**config.mk**
```make
export PLATFORM = sky130hd
export DESIGN_NAME = ordered_array_list_engine_top
export DESIGN_NICKNAME = d
export VERILOG_FILES = /design/src/rtl/core/oale_pkg.sv /design/src/rtl/core/oale_ctrl.sv /design/src/rtl/core/oale_dp.sv /design/src/rtl/core/ordered_array_list_engine_top.sv
export SDC_FILE = /design/constraint.sdc
export NUM_CORES = 2
export LEC_CHECK = 0
export BUFFER_PORTS_ARGS = -buffer_cell sky130_fd_sc_hd__buf_4
export CORE_MARGIN = 5
export CORE_UTILIZATION = 35
export CTS_BUF_LIST = sky130_fd_sc_hd__clkbuf_8
export CTS_CLUSTER_SIZE = 28
export DETAILED_ROUTE_END_ITERATION = 12
export PLACE_DENSITY_LB_ADDON = 0.08
export SLEW_MARGIN = 20
export SYNTH_ARGS = -nofsm -noshare
export SYNTH_HDL_FRONTEND = slang
export SYNTH_SLANG_ARGS = --single-unit
```
**constraint.sdc**
```tcl
create_clock -name clk -period 6 [get_ports clk]
set_clock_uncertainty 0.2 [all_clocks]
set_input_delay 0.6 -clock clk [delete_from_list [all_inputs] [get_ports clk]]
set_output_delay 0.6 -clock clk [all_outputs]
set_load 0.1 [all_outputs]
```
**src/rtl/core/oale_pkg.sv**
```systemverilog
// ----------------------------------------------------------------------------
// oale_pkg
// Field widths, operation and status codes, and the command and status
// bundles that join the list engine's controller and datapath.
// ----------------------------------------------------------------------------
package oale_pkg;

  localparam int FUNC_W      = 3;
  localparam int POS_W       = 6;
  localparam int VALUE_W     = 32;
  localparam int STATUS_W    = 3;
  localparam int COUNT_W     = 7;
  localparam int CFG_W       = 7;
  localparam int IN_TDATA_W  = 40;
  localparam int OUT_TDATA_W = 48;

  localparam logic [CFG_W-1:0] CAP_RESET = 7'd64;

  // Operation codes carried in the input word's tuser.
  localparam logic [FUNC_W-1:0] FN_APPEND = 3'd0;
  localparam logic [FUNC_W-1:0] FN_INSERT = 3'd1;
  localparam logic [FUNC_W-1:0] FN_EDIT   = 3'd2;
  localparam logic [FUNC_W-1:0] FN_DELETE = 3'd3;
  localparam logic [FUNC_W-1:0] FN_READ   = 3'd4;
  localparam logic [FUNC_W-1:0] FN_FIND   = 3'd5;

  // Result status codes carried in the output word's tuser.
  localparam logic [STATUS_W-1:0] ST_OK       = 3'd0;
  localparam logic [STATUS_W-1:0] ST_FULL     = 3'd1;
  localparam logic [STATUS_W-1:0] ST_BADPOS   = 3'd2;
  localparam logic [STATUS_W-1:0] ST_EMPTY    = 3'd3;
  localparam logic [STATUS_W-1:0] ST_NOTFOUND = 3'd4;

  // One datapath action per cycle.
  typedef enum logic [3:0] {
    ACT_NONE,
    ACT_APPEND,
    ACT_EDIT,
    ACT_UP_INIT,
    ACT_DN_INIT,
    ACT_FIND_INIT,
    ACT_RD_POS,
    ACT_STEP,
    ACT_INS_FIN,
    ACT_DEL_FIN
  } act_t;

  // Source of the result data word when the status is ok.
  typedef enum logic [1:0] {
    DSEL_ZERO,
    DSEL_RDATA,
    DSEL_INDEX
  } dsel_t;

  typedef struct packed {
    logic                load_req;
    act_t                act;
    logic                res_set;
    logic [STATUS_W-1:0] res_status;
    dsel_t               res_dsel;
    logic                out_load;
  } dp_cmd_t;

  typedef struct packed {
    logic [FUNC_W-1:0] func;
    logic              full;
    logic              empty;
    logic              pos_le_cnt;
    logic              pos_lt_cnt;
    logic              more;
    logic              pend;
    logic              key_hit;
    logic              out_free;
  } dp_stat_t;

endpackage

```
**src/rtl/core/oale_ctrl.sv**
```systemverilog
// ----------------------------------------------------------------------------
// oale_ctrl
// Controller of the list engine: decodes each request, checks it against
// the list state and sequences the datapath through shifts and searches.
// ----------------------------------------------------------------------------
module oale_ctrl
  import oale_pkg::*;
(
  input  logic     clk,
  input  logic     rst_n,
  input  logic     in_valid,
  output logic     in_ready,
  input  dp_stat_t stat,
  output dp_cmd_t  cmd
);

  typedef enum logic [2:0] {
    S_IDLE,
    S_EXEC,
    S_SHIFT_UP,
    S_SHIFT_DN,
    S_FIND,
    S_READ,
    S_DONE
  } state_t;

  state_t state_r;
  state_t state_nxt;

  always_ff @(posedge clk) begin
    if (!rst_n) begin
      state_r <= S_IDLE;
    end else begin
      state_r <= state_nxt;
    end
  end

  assign in_ready = (state_r == S_IDLE);

  always_comb begin
    state_nxt      = state_r;
    cmd.load_req   = 1'b0;
    cmd.act        = ACT_NONE;
    cmd.res_set    = 1'b0;
    cmd.res_status = ST_OK;
    cmd.res_dsel   = DSEL_ZERO;
    cmd.out_load   = 1'b0;
    case (state_r)
      S_IDLE: begin
        if (in_valid) begin
          cmd.load_req = 1'b1;
          state_nxt    = S_EXEC;
        end
      end
      S_EXEC: begin
        cmd.res_set = 1'b1;
        state_nxt   = S_DONE;
        case (stat.func)
          FN_APPEND: begin
            if (stat.full) cmd.res_status = ST_FULL;
            else cmd.act = ACT_APPEND;
          end
          FN_INSERT: begin
            if (stat.full) begin
              cmd.res_status = ST_FULL;
            end else if (!stat.pos_le_cnt) begin
              cmd.res_status = ST_BADPOS;
            end else begin
              cmd.act   = ACT_UP_INIT;
              state_nxt = S_SHIFT_UP;
            end
          end
          FN_EDIT: begin
            if (stat.pos_lt_cnt) cmd.act = ACT_EDIT;
            else cmd.res_status = ST_BADPOS;
          end
          FN_DELETE: begin
            if (stat.empty) begin
              cmd.res_status = ST_EMPTY;
            end else if (!stat.pos_lt_cnt) begin
              cmd.res_status = ST_BADPOS;
            end else begin
              cmd.act   = ACT_DN_INIT;
              state_nxt = S_SHIFT_DN;
            end
          end
          FN_READ: begin
            if (stat.pos_lt_cnt) begin
              cmd.act   = ACT_RD_POS;
              state_nxt = S_READ;
            end else begin
              cmd.res_status = ST_BADPOS;
            end
          end
          FN_FIND: begin
            cmd.act   = ACT_FIND_INIT;
            state_nxt = S_FIND;
          end
          default: begin
            cmd.res_status = ST_BADPOS;
          end
        endcase
      end
      S_SHIFT_UP: begin
        if (stat.more || stat.pend) begin
          cmd.act = ACT_STEP;
        end else begin
          cmd.act   = ACT_INS_FIN;
          state_nxt = S_DONE;
        end
      end
      S_SHIFT_DN: begin
        if (stat.more || stat.pend) begin
          cmd.act = ACT_STEP;
        end else begin
          cmd.act   = ACT_DEL_FIN;
          state_nxt = S_DONE;
        end
      end
      S_FIND: begin
        cmd.act = ACT_STEP;
        if (stat.pend && stat.key_hit) begin
          cmd.res_set  = 1'b1;
          cmd.res_dsel = DSEL_INDEX;
          state_nxt    = S_DONE;
        end else if (!stat.more && !stat.pend) begin
          cmd.res_set    = 1'b1;
          cmd.res_status = ST_NOTFOUND;
          state_nxt      = S_DONE;
        end
      end
      S_READ: begin
        cmd.res_set  = 1'b1;
        cmd.res_dsel = DSEL_RDATA;
        state_nxt    = S_DONE;
      end
      S_DONE: begin
        if (stat.out_free) begin
          cmd.out_load = 1'b1;
          state_nxt    = S_IDLE;
        end
      end
      default: begin
        state_nxt = S_IDLE;
      end
    endcase
  end

endmodule

```
**src/rtl/core/oale_dp.sv**
```systemverilog
// ----------------------------------------------------------------------------
// oale_dp
// Datapath of the list engine: entry memory with one write and one
// registered read port, fill count, capacity register, sweep pointers and
// the result and output registers.
// ----------------------------------------------------------------------------
module oale_dp
  import oale_pkg::*;
#(
  parameter int DEPTH  = 64,
  parameter int DATA_W = 32
) (
  input  logic                       clk,
  input  logic                       rst_n,
  input  logic                       cfg_wen,
  input  logic [CFG_W-1:0]           cfg_wdata,
  input  logic [FUNC_W-1:0]          in_func,
  input  logic [POS_W-1:0]           in_position,
  input  logic signed [VALUE_W-1:0]  in_value,
  output logic                       out_valid,
  input  logic                       out_ready,
  output logic [STATUS_W-1:0]        out_status,
  output logic signed [VALUE_W-1:0]  out_data,
  output logic [COUNT_W-1:0]         out_count,
  output logic                       out_empty,
  output logic                       out_full,
  input  dp_cmd_t                    cmd,
  output dp_stat_t                   stat
);

  localparam int AW    = $clog2(DEPTH);
  localparam int CNT_W = $clog2(DEPTH + 1);
  localparam int CW    = (CNT_W > CFG_W) ? CNT_W : CFG_W;
  localparam int PW    = (CNT_W > POS_W) ? CNT_W : POS_W;

  logic [DATA_W-1:0] mem [DEPTH];
  logic [DATA_W-1:0] rd_data_r;

  logic [CNT_W-1:0]    fill_count_r, fill_count_nxt;
  logic [CFG_W-1:0]    cap_r;
  logic [FUNC_W-1:0]   func_r;
  logic [POS_W-1:0]    pos_r;
  logic [DATA_W-1:0]   value_r;
  logic [CNT_W-1:0]    idx_r, idx_nxt, idx_inc;
  logic [AW-1:0]       wa_r, wa_nxt;
  logic                pend_r, pend_nxt;
  logic [STATUS_W-1:0] res_status_r;
  logic [VALUE_W-1:0]  res_data_r, res_data_nxt;
  logic                out_valid_r;
  logic [STATUS_W-1:0] out_status_r;
  logic [VALUE_W-1:0]  out_data_r;
  logic [COUNT_W-1:0]  out_count_r;
  logic                out_empty_r, out_full_r;

  logic [CW-1:0]     cap_ext, eff_cap;
  logic              full, more;
  logic              we, re;
  logic [AW-1:0]     waddr, raddr, src_addr;
  logic [DATA_W-1:0] wdata;

  // Capacity register: zero acts as one, anything past the depth as the depth.
  assign cap_ext = CW'(cap_r);
  assign eff_cap = (cap_r == '0) ? CW'(1) :
                   ((cap_ext > CW'(DEPTH)) ? CW'(DEPTH) : cap_ext);
  assign full    = (CW'(fill_count_r) >= eff_cap);
  assign idx_inc = idx_r + CNT_W'(1);

  // Whether the running sweep still has an entry to read, and where it reads from.
  always_comb begin
    case (func_r)
      FN_INSERT: begin
        more     = (PW'(idx_r) > PW'(pos_r));
        src_addr = AW'(idx_r - CNT_W'(1));
      end
      FN_DELETE: begin
        more     = (idx_inc < fill_count_r);
        src_addr = AW'(idx_inc);
      end
      default: begin
        more     = (idx_r < fill_count_r);
        src_addr = AW'(idx_r);
      end
    endcase
  end

  assign stat.func       = func_r;
  assign stat.full       = full;
  assign stat.empty      = (fill_count_r == '0);
  assign stat.pos_le_cnt = (PW'(pos_r) <= PW'(fill_count_r));
  assign stat.pos_lt_cnt = (PW'(pos_r) < PW'(fill_count_r));
  assign stat.more       = more;
  assign stat.pend       = pend_r;
  assign stat.key_hit    = (rd_data_r == value_r);
  assign stat.out_free   = !out_valid_r || out_ready;

  always_comb begin
    we             = 1'b0;
    waddr          = AW'(pos_r);
    wdata          = value_r;
    re             = 1'b0;
    raddr          = src_addr;
    idx_nxt        = idx_r;
    wa_nxt         = wa_r;
    pend_nxt       = 1'b0;
    fill_count_nxt = fill_count_r;
    case (cmd.act)
      ACT_APPEND: begin
        we             = 1'b1;
        waddr          = AW'(fill_count_r);
        fill_count_nxt = fill_count_r + CNT_W'(1);
      end
      ACT_EDIT: begin
        we = 1'b1;
      end
      ACT_UP_INIT: begin
        idx_nxt = fill_count_r;
      end
      ACT_DN_INIT: begin
        idx_nxt = CNT_W'(pos_r);
      end
      ACT_FIND_INIT: begin
        idx_nxt = '0;
      end
      ACT_RD_POS: begin
        re       = 1'b1;
        raddr    = AW'(pos_r);
        pend_nxt = 1'b1;
      end
      ACT_STEP: begin
        // Write back the word read last cycle, one place up or down.
        if (pend_r && (func_r != FN_FIND)) begin
          we    = 1'b1;
          waddr = wa_r;
          wdata = rd_data_r;
        end
        if (more) begin
          re       = 1'b1;
          pend_nxt = 1'b1;
          wa_nxt   = AW'(idx_r);
          idx_nxt  = (func_r == FN_INSERT) ? (idx_r - CNT_W'(1)) : idx_inc;
        end
      end
      ACT_INS_FIN: begin
        we             = 1'b1;
        fill_count_nxt = fill_count_r + CNT_W'(1);
      end
      ACT_DEL_FIN: begin
        fill_count_nxt = fill_count_r - CNT_W'(1);
      end
      default: begin
      end
    endcase
  end

  always_comb begin
    case (cmd.res_dsel)
      DSEL_RDATA: res_data_nxt = VALUE_W'(rd_data_r);
      DSEL_INDEX: res_data_nxt = VALUE_W'(wa_r);
      default:    res_data_nxt = '0;
    endcase
    if (cmd.res_status != ST_OK) res_data_nxt = '1;
  end

  // Entry memory; contents are undefined until written.
  always_ff @(posedge clk) begin
    if (we) mem[waddr] <= wdata;
    if (re) rd_data_r <= mem[raddr];
  end

  always_ff @(posedge clk) begin
    if (!rst_n) begin
      fill_count_r <= '0;
      cap_r        <= CAP_RESET;
      pend_r       <= 1'b0;
      out_valid_r  <= 1'b0;
    end else begin
      fill_count_r <= fill_count_nxt;
      pend_r       <= pend_nxt;
      if (cfg_wen) cap_r <= cfg_wdata;
      if (cmd.out_load) out_valid_r <= 1'b1;
      else if (out_ready) out_valid_r <= 1'b0;
    end
  end

  always_ff @(posedge clk) begin
    idx_r <= idx_nxt;
    wa_r  <= wa_nxt;
    if (cmd.load_req) begin
      func_r  <= in_func;
      pos_r   <= in_position;
      value_r <= DATA_W'(in_value);
    end
    if (cmd.res_set) begin
      res_status_r <= cmd.res_status;
      res_data_r   <= res_data_nxt;
    end
    if (cmd.out_load) begin
      out_status_r <= res_status_r;
      out_data_r   <= res_data_r;
      out_count_r  <= COUNT_W'(fill_count_r);
      out_empty_r  <= (fill_count_r == '0);
      out_full_r   <= full;
    end
  end

  assign out_valid  = out_valid_r;
  assign out_status = out_status_r;
  assign out_data   = out_data_r;
  assign out_count  = out_count_r;
  assign out_empty  = out_empty_r;
  assign out_full   = out_full_r;

endmodule

```
**src/rtl/core/ordered_array_list_engine_top.sv**
```systemverilog
// Flow: append, edit and refused requests pass from accept through execute to the result;
// read adds a registered memory read. Insert and delete move one entry a cycle through the
// single write port, and find compares the entries in order until a hit or the end of the
// list; an empty list gives not found without a read.
// Throughput: one request at a time; the next word is accepted once the result is registered.
// Reset: count cleared, capacity set to 64; the entry memory is not cleared, no clearing pass.
// ----------------------------------------------------------------------------
// ordered_array_list_engine_top
// Bounded ordered list of signed words with append, insert, edit, delete,
// read and find requests, each answered by one status word.
// ----------------------------------------------------------------------------
module ordered_array_list_engine_top
  import oale_pkg::*;
#(
  parameter int DEPTH  = 64,
  parameter int DATA_W = 32
) (
  input  logic                   clk,
  input  logic                   rst_n,
  // Capacity register write port.
  input  logic                   cfg_wen,
  input  logic [CFG_W-1:0]       cfg_wdata,
  // Request stream.
  input  logic                   in_tvalid,
  output logic                   in_tready,
  input  logic [IN_TDATA_W-1:0]  in_tdata,   // position[5:0], value[37:6], zero fill
  input  logic [FUNC_W-1:0]      in_tuser,   // func[2:0]
  // Result stream.
  output logic                   out_tvalid,
  input  logic                   out_tready,
  output logic [OUT_TDATA_W-1:0] out_tdata,  // data[31:0], entry_count[38:32],
                                             // is_empty[39], is_full[40], zero fill
  output logic [STATUS_W-1:0]    out_tuser   // status[2:0]
);

  // The controller walks each request through the datapath; the datapath owns
  // every stored element but the controller state, including the output register,
  // so a result can wait at the output while the next request word is already accepted.
  dp_cmd_t  cmd;
  dp_stat_t stat;

  logic                       ctrl_ready;
  logic signed [VALUE_W-1:0]  res_data;
  logic [COUNT_W-1:0]         res_count;
  logic                       res_empty, res_full;

  oale_ctrl u_ctrl (
    .clk      (clk),
    .rst_n    (rst_n),
    .in_valid (in_tvalid),
    .in_ready (ctrl_ready),
    .stat     (stat),
    .cmd      (cmd)
  );

  oale_dp #(
    .DEPTH  (DEPTH),
    .DATA_W (DATA_W)
  ) u_dp (
    .clk         (clk),
    .rst_n       (rst_n),
    .cfg_wen     (cfg_wen),
    .cfg_wdata   (cfg_wdata),
    .in_func     (in_tuser),
    .in_position (in_tdata[POS_W-1:0]),
    .in_value    (in_tdata[POS_W+VALUE_W-1:POS_W]),
    .out_valid   (out_tvalid),
    .out_ready   (out_tready),
    .out_status  (out_tuser),
    .out_data    (res_data),
    .out_count   (res_count),
    .out_empty   (res_empty),
    .out_full    (res_full),
    .cmd         (cmd),
    .stat        (stat)
  );

  assign in_tready = ctrl_ready;

  // The result word packs its fields from the low bit up, zero filled to bytes.
  assign out_tdata = {(OUT_TDATA_W - VALUE_W - COUNT_W - 2)'(0),
                      res_full, res_empty, res_count, res_data};

endmodule

```
After elaboration in Yosys (flattened, before gate mapping)

Memory sizes are Yosys's and may differ from the RTL's. A register that Yosys moved wholly into a read port is not among the register bits.
Cells that the tools add are included.

Register bits after elaboration: 152
Memory bits (writable): 2048
Output and inout port bits: 53
Logic and storage cells: 144
Memories: 1

$add $sub $neg: 4
Magnitude comparators: 7
Equality and inequality tests: 29
Mux-type cells: 62
Reductions and logical operators: 24

Memory list:

| name     | words | width | rd ports | clocked after memory_dff | write ports | line          | source |
|---|---|---|---|---|---|---|---|
| u_dp.mem | 64    | 32    | 1        | 1                        | 1           | oale_dp.sv:36 | `logic [DATA_W-1:0] mem [DEPTH];` |

Operators with widths:

| operator              | number |
|---|---|
| $mux W32              | 2 |
| $pmux W32 S2          | 1 |
| $mux W3               | 14 |
| $eq A32 B32 Y1        | 1 |
| $mux W7               | 4 |
| $pmux W7 S4           | 1 |
| $pmux W4 S6           | 1 |
| $pmux W6 S2           | 2 |
| $mux W4               | 5 |
| $pmux W3 S6           | 1 |
| $eq A4 B3 Y1 const B  | 4 |
| $pmux W4 S4           | 1 |
| $eq A3 B3 Y1 const B  | 5 |
| $pmux W3 S5           | 1 |
| $add A7 B1 Y7 const B | 2 |
| $logic_not A7 Y1      | 2 |
| $lt A7 B7 Y1          | 2 |
| $pmux W7 S2           | 1 |
| $sub A7 B1 Y7 const B | 2 |
| $mux W1               | 13 |
| $eq A3 B2 Y1 const B  | 4 |
| $mux W2               | 6 |
| $mux W6               | 2 |
| $pmux W3 S4           | 1 |
| 29 further kinds      | 48 |

Depth between registers and ports, before layout

Word-level depth: 12
Depth in mapped cells: 23
Mapped depth without buffers: 23

Cells and area by module

A second synthesis with hierarchy kept.

Cell total of the unflattened synthesis: 6720
Area, all modules: 89584.7 um^2

Modules (own cells, without submodules):

| module                        | instances | cells an instance | area an instance (um^2) | seq. area each (um^2) |
|---|---|---|---|---|
| oale_dp                       | 1         | 6635              | 88984.1                 | 66774.0 |
| oale_ctrl                     | 1         | 75                | 529.3                   | 60.1 |
| ordered_array_list_engine_top | 1         | 10                | 71.3                    | 0.0 |

Least setup slack after synthesis

Ideal clock, no wire load.

Kind: register to register
Start: reg u_dp.idx_r[0]
End: mem u_dp.mem[0][0] (enable)
Setup time: 421 ps
Arrival: 4414 ps
Setup slack: 964 ps
Stages on the path, launching flop included: 16
Buffers on the path: 0
Period minus slack after synthesis: 5036 ps
Cells stage by stage: edfxtp_1 inv_1 ha_1 ha_1 a21boi_0 o21a_1 o21a_1 o21a_1 o21a_1 o21ai_0 a2bb2oi_1 nand3_1 o31a_1 a21boi_0 nand2_1 nor2_1

Cells in the longest elaborated chain, start to end: 11
Elaborated cells on any way between the ends: 18
Classes of those cells: add/sub (1); order compare (3); eq/ne (4); mux (8); reduce/logical (2)

RTL lines:

| element                                    | line                               | source |
|---|---|---|
| start: declaration                         | oale_dp.sv:44                      | `logic [CNT_W-1:0] idx_r, idx_nxt, idx_inc;` |
| start signal: assignment                   | oale_dp.sv:186                     | `idx_r <= idx_nxt;` |
| $add A7 B1 Y7                              | oale_dp.sv:66                      | `assign idx_inc = idx_r + CNT_W'(1);` |
| $lt A7 B7 Y1                               | oale_dp.sv:76                      | `more = (idx_inc < fill_count_r);` |
| $pmux W1 S2 *                              | oale_dp.sv:70                      | `case (func_r)` |
| $logic_or A1 B1 Y1 *                       | oale_ctrl.sv:105, oale_ctrl.sv:113 |  |
| $mux W4 (on tied branches)                 | oale_ctrl.sv:105, oale_ctrl.sv:113 |  |
| $pmux W4 S4 *                              | oale_ctrl.sv:48                    | `case (state_r)` |
| $eq A4 B2 Y1, or another cell as far along | oale_dp.sv:106                     | `case (cmd.act)` |
| $reduce_or A3 Y1 (no source line)          | n/a                                |  |
| $pmux W1 S2                                | oale_dp.sv:106                     |  |
| $mux W1                                    | oale_dp.sv:166                     | `if (we) mem[waddr] <= wdata;` |
| $mux W1 (not written as such)              | oale_dp.sv:166                     |  |
| end: declaration                           | oale_dp.sv:36                      |  |

Mark *: on every way between the ends. The rest lies on a longest branch, timed or not.

Final worst setup path

Start: reg u_dp.cap_r[6] (netlist: u_dp.cap_ext[6])
End: reg u_dp.rd_data_r[17], read port of u_dp.mem, data pin

Cells in the longest elaborated chain, start to end: 9
Elaborated cells on any way between the ends: 13
Classes of those cells: order compare (2); eq/ne (2); mux (8); reduce/logical (1)

RTL lines:

| element                                | line                             | source |
|---|---|---|
| start: declaration                     | oale_dp.sv:40                    | `logic [CFG_W-1:0] cap_r;` |
| start signal: assignment               | oale_dp.sv:179                   | `if (cfg_wen) cap_r <= cfg_wdata;` |
| $gt A7 B7 Y1                           | oale_dp.sv:64                    | `((cap_ext > CW'(DEPTH)) ? CW'(DEPTH) : cap_ext);` |
| $mux W7                                | oale_dp.sv:64                    |  |
| $mux W7 *                              | oale_dp.sv:63                    | `assign eff_cap = (cap_r == '0) ? CW'(1) :` |
| $ge A7 B7 Y1 *                         | oale_dp.sv:65                    | `assign full = (CW'(fill_count_r) >= eff_cap);` |
| $mux W4 or $mux W1 (tied branches)     | oale_ctrl.sv:64, oale_ctrl.sv:60 |  |
| $pmux W4 S6 *                          | oale_ctrl.sv:58                  | `case (stat.func)` |
| $pmux W4 S4 *                          | oale_ctrl.sv:48                  |  |
| $eq A4 B3 Y1                           | oale_dp.sv:106                   |  |
| $pmux W1 S2 or $mux W6 (tied branches) | oale_dp.sv:106                   |  |
| end: declaration                       | oale_dp.sv:37                    | `logic [DATA_W-1:0] rd_data_r;` |

Marked as above.
A chain may end at the register's enable or synchronous reset.

==> metrics <==
DP Worst Slack roughly 0.16 ns; CTS tree yes; Boundary Pins 108; CP Data Arrival Time 6.26 ns; register area share after synthesis approximately three quarters; # fillers 23900; Leak Pwr between 30 and 40 nW; GP Congestion 0.828; Worst EP required 6.44 ns; Final setup violation count 0; EDFF count, synth 2213; critical path peak fanout 28; post-synthesis compound-gate area fraction 6.89%; total track usage 23.8%; met2 wire length 156 mm; initial antenna violation count 30; Synth Area in Simple Gates 12.3%; Achievable Freq 0.172 GHz; grt ovf 0; RSZ-0062 raised after global routing no; die area 269000 µm²; Worst Hold End u_dp.pos_r[3]$_DFFE_PP_; Worst Hold Class in2reg; Clk network pwr share 24.8%; min cycle time layout around 6 ns; top cell type's share of synthesized area 73.5%; Post-Synthesis Cells about 6500; clk root buf clkbuf_8; Slew Viols, Final 0; # Max-Cap Violations 0; via/cell ratio between 5 and 6; post-CTS setup buffers 0; per-cell routed wire length approximately 31 µm; Netlist cell types a little under 90; Gate power share between 30% and 40%; M1 WL 144 mm; Clock Sinks 2232; Synth area leader edfxtp_1; VDD IR max approximately 0.00028 V; CTS Buf Count between 300 and 400; top layer used by detailed routing met4; synth-to-layout area growth 17.8%; DR WL met3 21.0 mm; critical path class reg2reg; largest cells by area after synthesis edfxtp_1, nand2_1, nand3_1; XOR/XNOR Fraction of Synth Area 0.542%; H-tree levels 5; setup TNS 0 ns; r2r setup slk roughly 0.17 ns; layout cells sized above 1 16.3%; Int Pwr 0.0313 W; Syn Area/Cell 14.0 µm²; status finished clean; R2R Path End u_dp.rd_data_r[17]$_DFFE_PP_; largest net degree at the start of global routing just under 80; Worst-path clk slew 0.06 ns; CTS Buffer Depth 4; number of global-route vias before repair 56900; Core Rows 186; Ys Warns 0; latest clock arrival within the worst-skew pair 1.02 ns; Post-DRT Antenna Nets 0; total number of vias 58800; Crit. End Element flop; Worst slew margin between 20% and 30%; hold depth 2; 1st-iter DRT viols 6303; pwr dens 485 nW/µm²; # DRC 0; first-pass GRT wire length around 460 mm; Post-DP HPWL 197 mm; starting density of the core a little over a third; switching component of the power approximately 0.02 W; I/O Buffers 98; post-synthesis mux area share 3.01%; Synth top cells by count edfxtp_1, nand2_1, nand3_1; Worst setup SP type flop; top_reg_cell synth edfxtp_1; main combinational cell family by area after synthesis simple AND/OR/NAND/NOR gates; core footprint about 260000 µm²; Hold Fails Final Rpt 0; Die W around 520 µm; asr flop ratio synth 0%; RR Startpoint u_dp.cap_ext[6]$_SDFFE_PN1P_; nets a little over 7000; synthesized area 90400 µm²; Switching Share between 30% and 40%; drt pass-1 iters 5; Seq cells post-synth 2232; period utilization 97.1%; Least-Margin Pin Slew ~1.2 ns; hold path startpoint in_tdata[3]; final WL 330 mm; count leader, synth edfxtp_1; PnR worst setup slack 0.174 ns; sequential share of power 37.5%; die height 518 µm; reg2reg path depth 19; adder-cell area share of the yosys netlist less than 1%
-- worst max path at each step --
stage	from	endpoint	slack, ns
floorplan	u_dp.idx_r[0]$_DFFE_PP_	u_dp.mem[0][0]$_DFFE_PP_	0.96
global placement	u_dp.cap_ext[6]$_SDFFE_PN1P_	u_dp.rd_data_r[13]$_DFFE_PP_	0.16
detailed placement	u_dp.pos_r[5]$_DFFE_PP_	u_dp.rd_data_r[13]$_DFFE_PP_	0.16
CTS	u_dp.cap_ext[6]$_SDFFE_PN1P_	u_dp.rd_data_r[13]$_DFFE_PP_	0.12
global route	u_dp.fill_count_r[2]$_SDFFE_PN0P_	u_dp.rd_data_r[12]$_DFFE_PP_	0.03
finish	u_dp.cap_ext[6]$_SDFFE_PN1P_	u_dp.rd_data_r[17]$_DFFE_PP_	0.17
-- sequential cells by signal (all words and copies together), names as in the netlist --
name	cells
u_dp.func_r	3
u_dp.value_r	32
u_dp.out_count	7
u_dp.idx_r	7
u_dp.wa_r	6
u_dp.out_status	3
u_dp.out_full	1
u_dp.mem	2048
u_dp.fill_count_r	7
u_dp.res_data_r	32
u_dp.res_status_r	3
u_dp.pend_r	1
u_dp.rd_data_r	32
u_dp.pos_r	6
u_dp.out_data	32
u_ctrl.state_r	3
u_dp.cap_ext	7
u_dp.out_empty	1
u_dp.out_valid	1
-- per-layer routing --
metal | GRT usage (%) | up-vias
li1 | - | 25600
met1 | 33.5 | 30600
met2 | 38.9 | 2149
met3 | 3.17 | 423
met4 | 5.96 | 0
met5 | 0 | -
-- worst max-delay path, stage by stage, from the launching register on --
cell	delay, ns
dfxtp_1	0.30
inv_1	0.16
nand2_1	0.10
ha_1	0.30
a21o_1	0.18
a221o_1	0.32
a41oi_1	0.20
buf_4	0.17
a31oi_1	0.17
or2_4	0.41
o21ai_4	0.60
buf_12	0.28
buf_4	0.30
and2_1	0.16
a211oi_1	0.04
a311oi_1	0.27
a311o_1	0.17
nand3_1	0.10
buf_4	0.21
a21oi_1	0.79
-- per-stage QoR --
| step | util, % | hold slack, ns | total power, W | instances | cell area, µm² |
|---|---|---|---|---|---|
| floorplan | - | 0.200 | 0.0295 | 6456 | 90400 |
| global placement | 38.5 | 0.200 | 0.0392 | 9988 | 98900 |
| detailed placement | 38.5 | 0.205 | 0.0392 | 9988 | 98900 |
| CTS | 41.4 | 0.0550 | 0.0521 | 10700 | 106000 |
| global route | 41.5 | 0.0756 | 0.0538 | 10700 | 107000 |
| finish | 41.5 | 0.159 | 0.0517 | 10700 | 107000 |
-- layout make-up --
cell class | count | area (µm²) | area share [%]
sequential | 2232 | 66800 | 62.7
multi-input combinational | 3767 | 21800 | 20.4
timing repair buffer | 640 | 6650 | 6.24
clock buffer | 400 | 5510 | 5.17
tap | 3384 | 4230 | 3.98
clock inverter | 285 | 1390 | 1.31
inverter | 31 | 116 | 0.109
antenna | 7 | 17.5 | 0.0164
-- repair_timing --
item / CTS / global route
gates resized for setup: 0 / 1
hold endpoints to repair: 64 / 0
hold buffers: 66 / 0
endpoints found under the setup margin: 0 / 1
-- cells in the final DEF, fill, tap and decap left out, types with 12 or more instances in the layout --
cell | synthesis | final
xnor2_1 | 19 | 19
o22ai_1 | 49 | 49
nand4_1 | 14 | 14
buf_12 | 0 | 134
o221ai_1 | 55 | 55
dlygate4sd3_1 | 0 | 66
nor2_4 | 0 | 65
mux2_2 | 41 | 35
a21o_1 | 44 | 41
a311o_1 | 18 | 18
a211oi_1 | 51 | 51
o31ai_1 | 25 | 24
clkinv_2 | 0 | 38
nand2_1 | 1613 | 1612
dfxtp_1 | 19 | 19
and2_1 | 43 | 42
ha_1 | 40 | 40
or4_1 | 23 | 23
nor3_1 | 46 | 46
nor2_1 | 118 | 52
nand3_1 | 504 | 504
nor4_1 | 18 | 18
a21oi_1 | 172 | 171
mux2i_1 | 226 | 226
edfxtp_1 | 2213 | 2213
inv_1 | 31 | 163
a31oi_1 | 44 | 42
xor2_1 | 37 | 37
o211ai_1 | 13 | 13
clkbuf_8 | 0 | 400
and3_1 | 141 | 141
o21ai_0 | 24 | 24
buf_4 | 85 | 440
clkinv_1 | 0 | 89
a221oi_1 | 12 | 12
a311oi_1 | 213 | 211
-- logic make-up (layout without fill, tap and decap cells) --
logic type	Yosys count	in the layout
and+or+nand+nor	2564	2564
DFF	2232	2232
AOI/OAI and AO/OA	832	832
buffers and inverters	457	1356
muxes	267	267
xor gates and xnor gates	56	56
adders and majority gates	41	41
other	1	14
-- power by group through the flow --
stage / combinational (W) / clock [W] / sequential (W)
5_1_grt: 0.0206 / 0.0138 / 0.0194
4_1_cts: 0.0196 / 0.0131 / 0.0194
3_3_place_gp: 0.0194 / 0 / 0.0197
6_report: 0.0195 / 0.0128 / 0.0194
3_5_place_dp: 0.0195 / 0 / 0.0197
2_1_floorplan: 0.00984 / 0 / 0.0197
(Power assumes the default switching activity.)
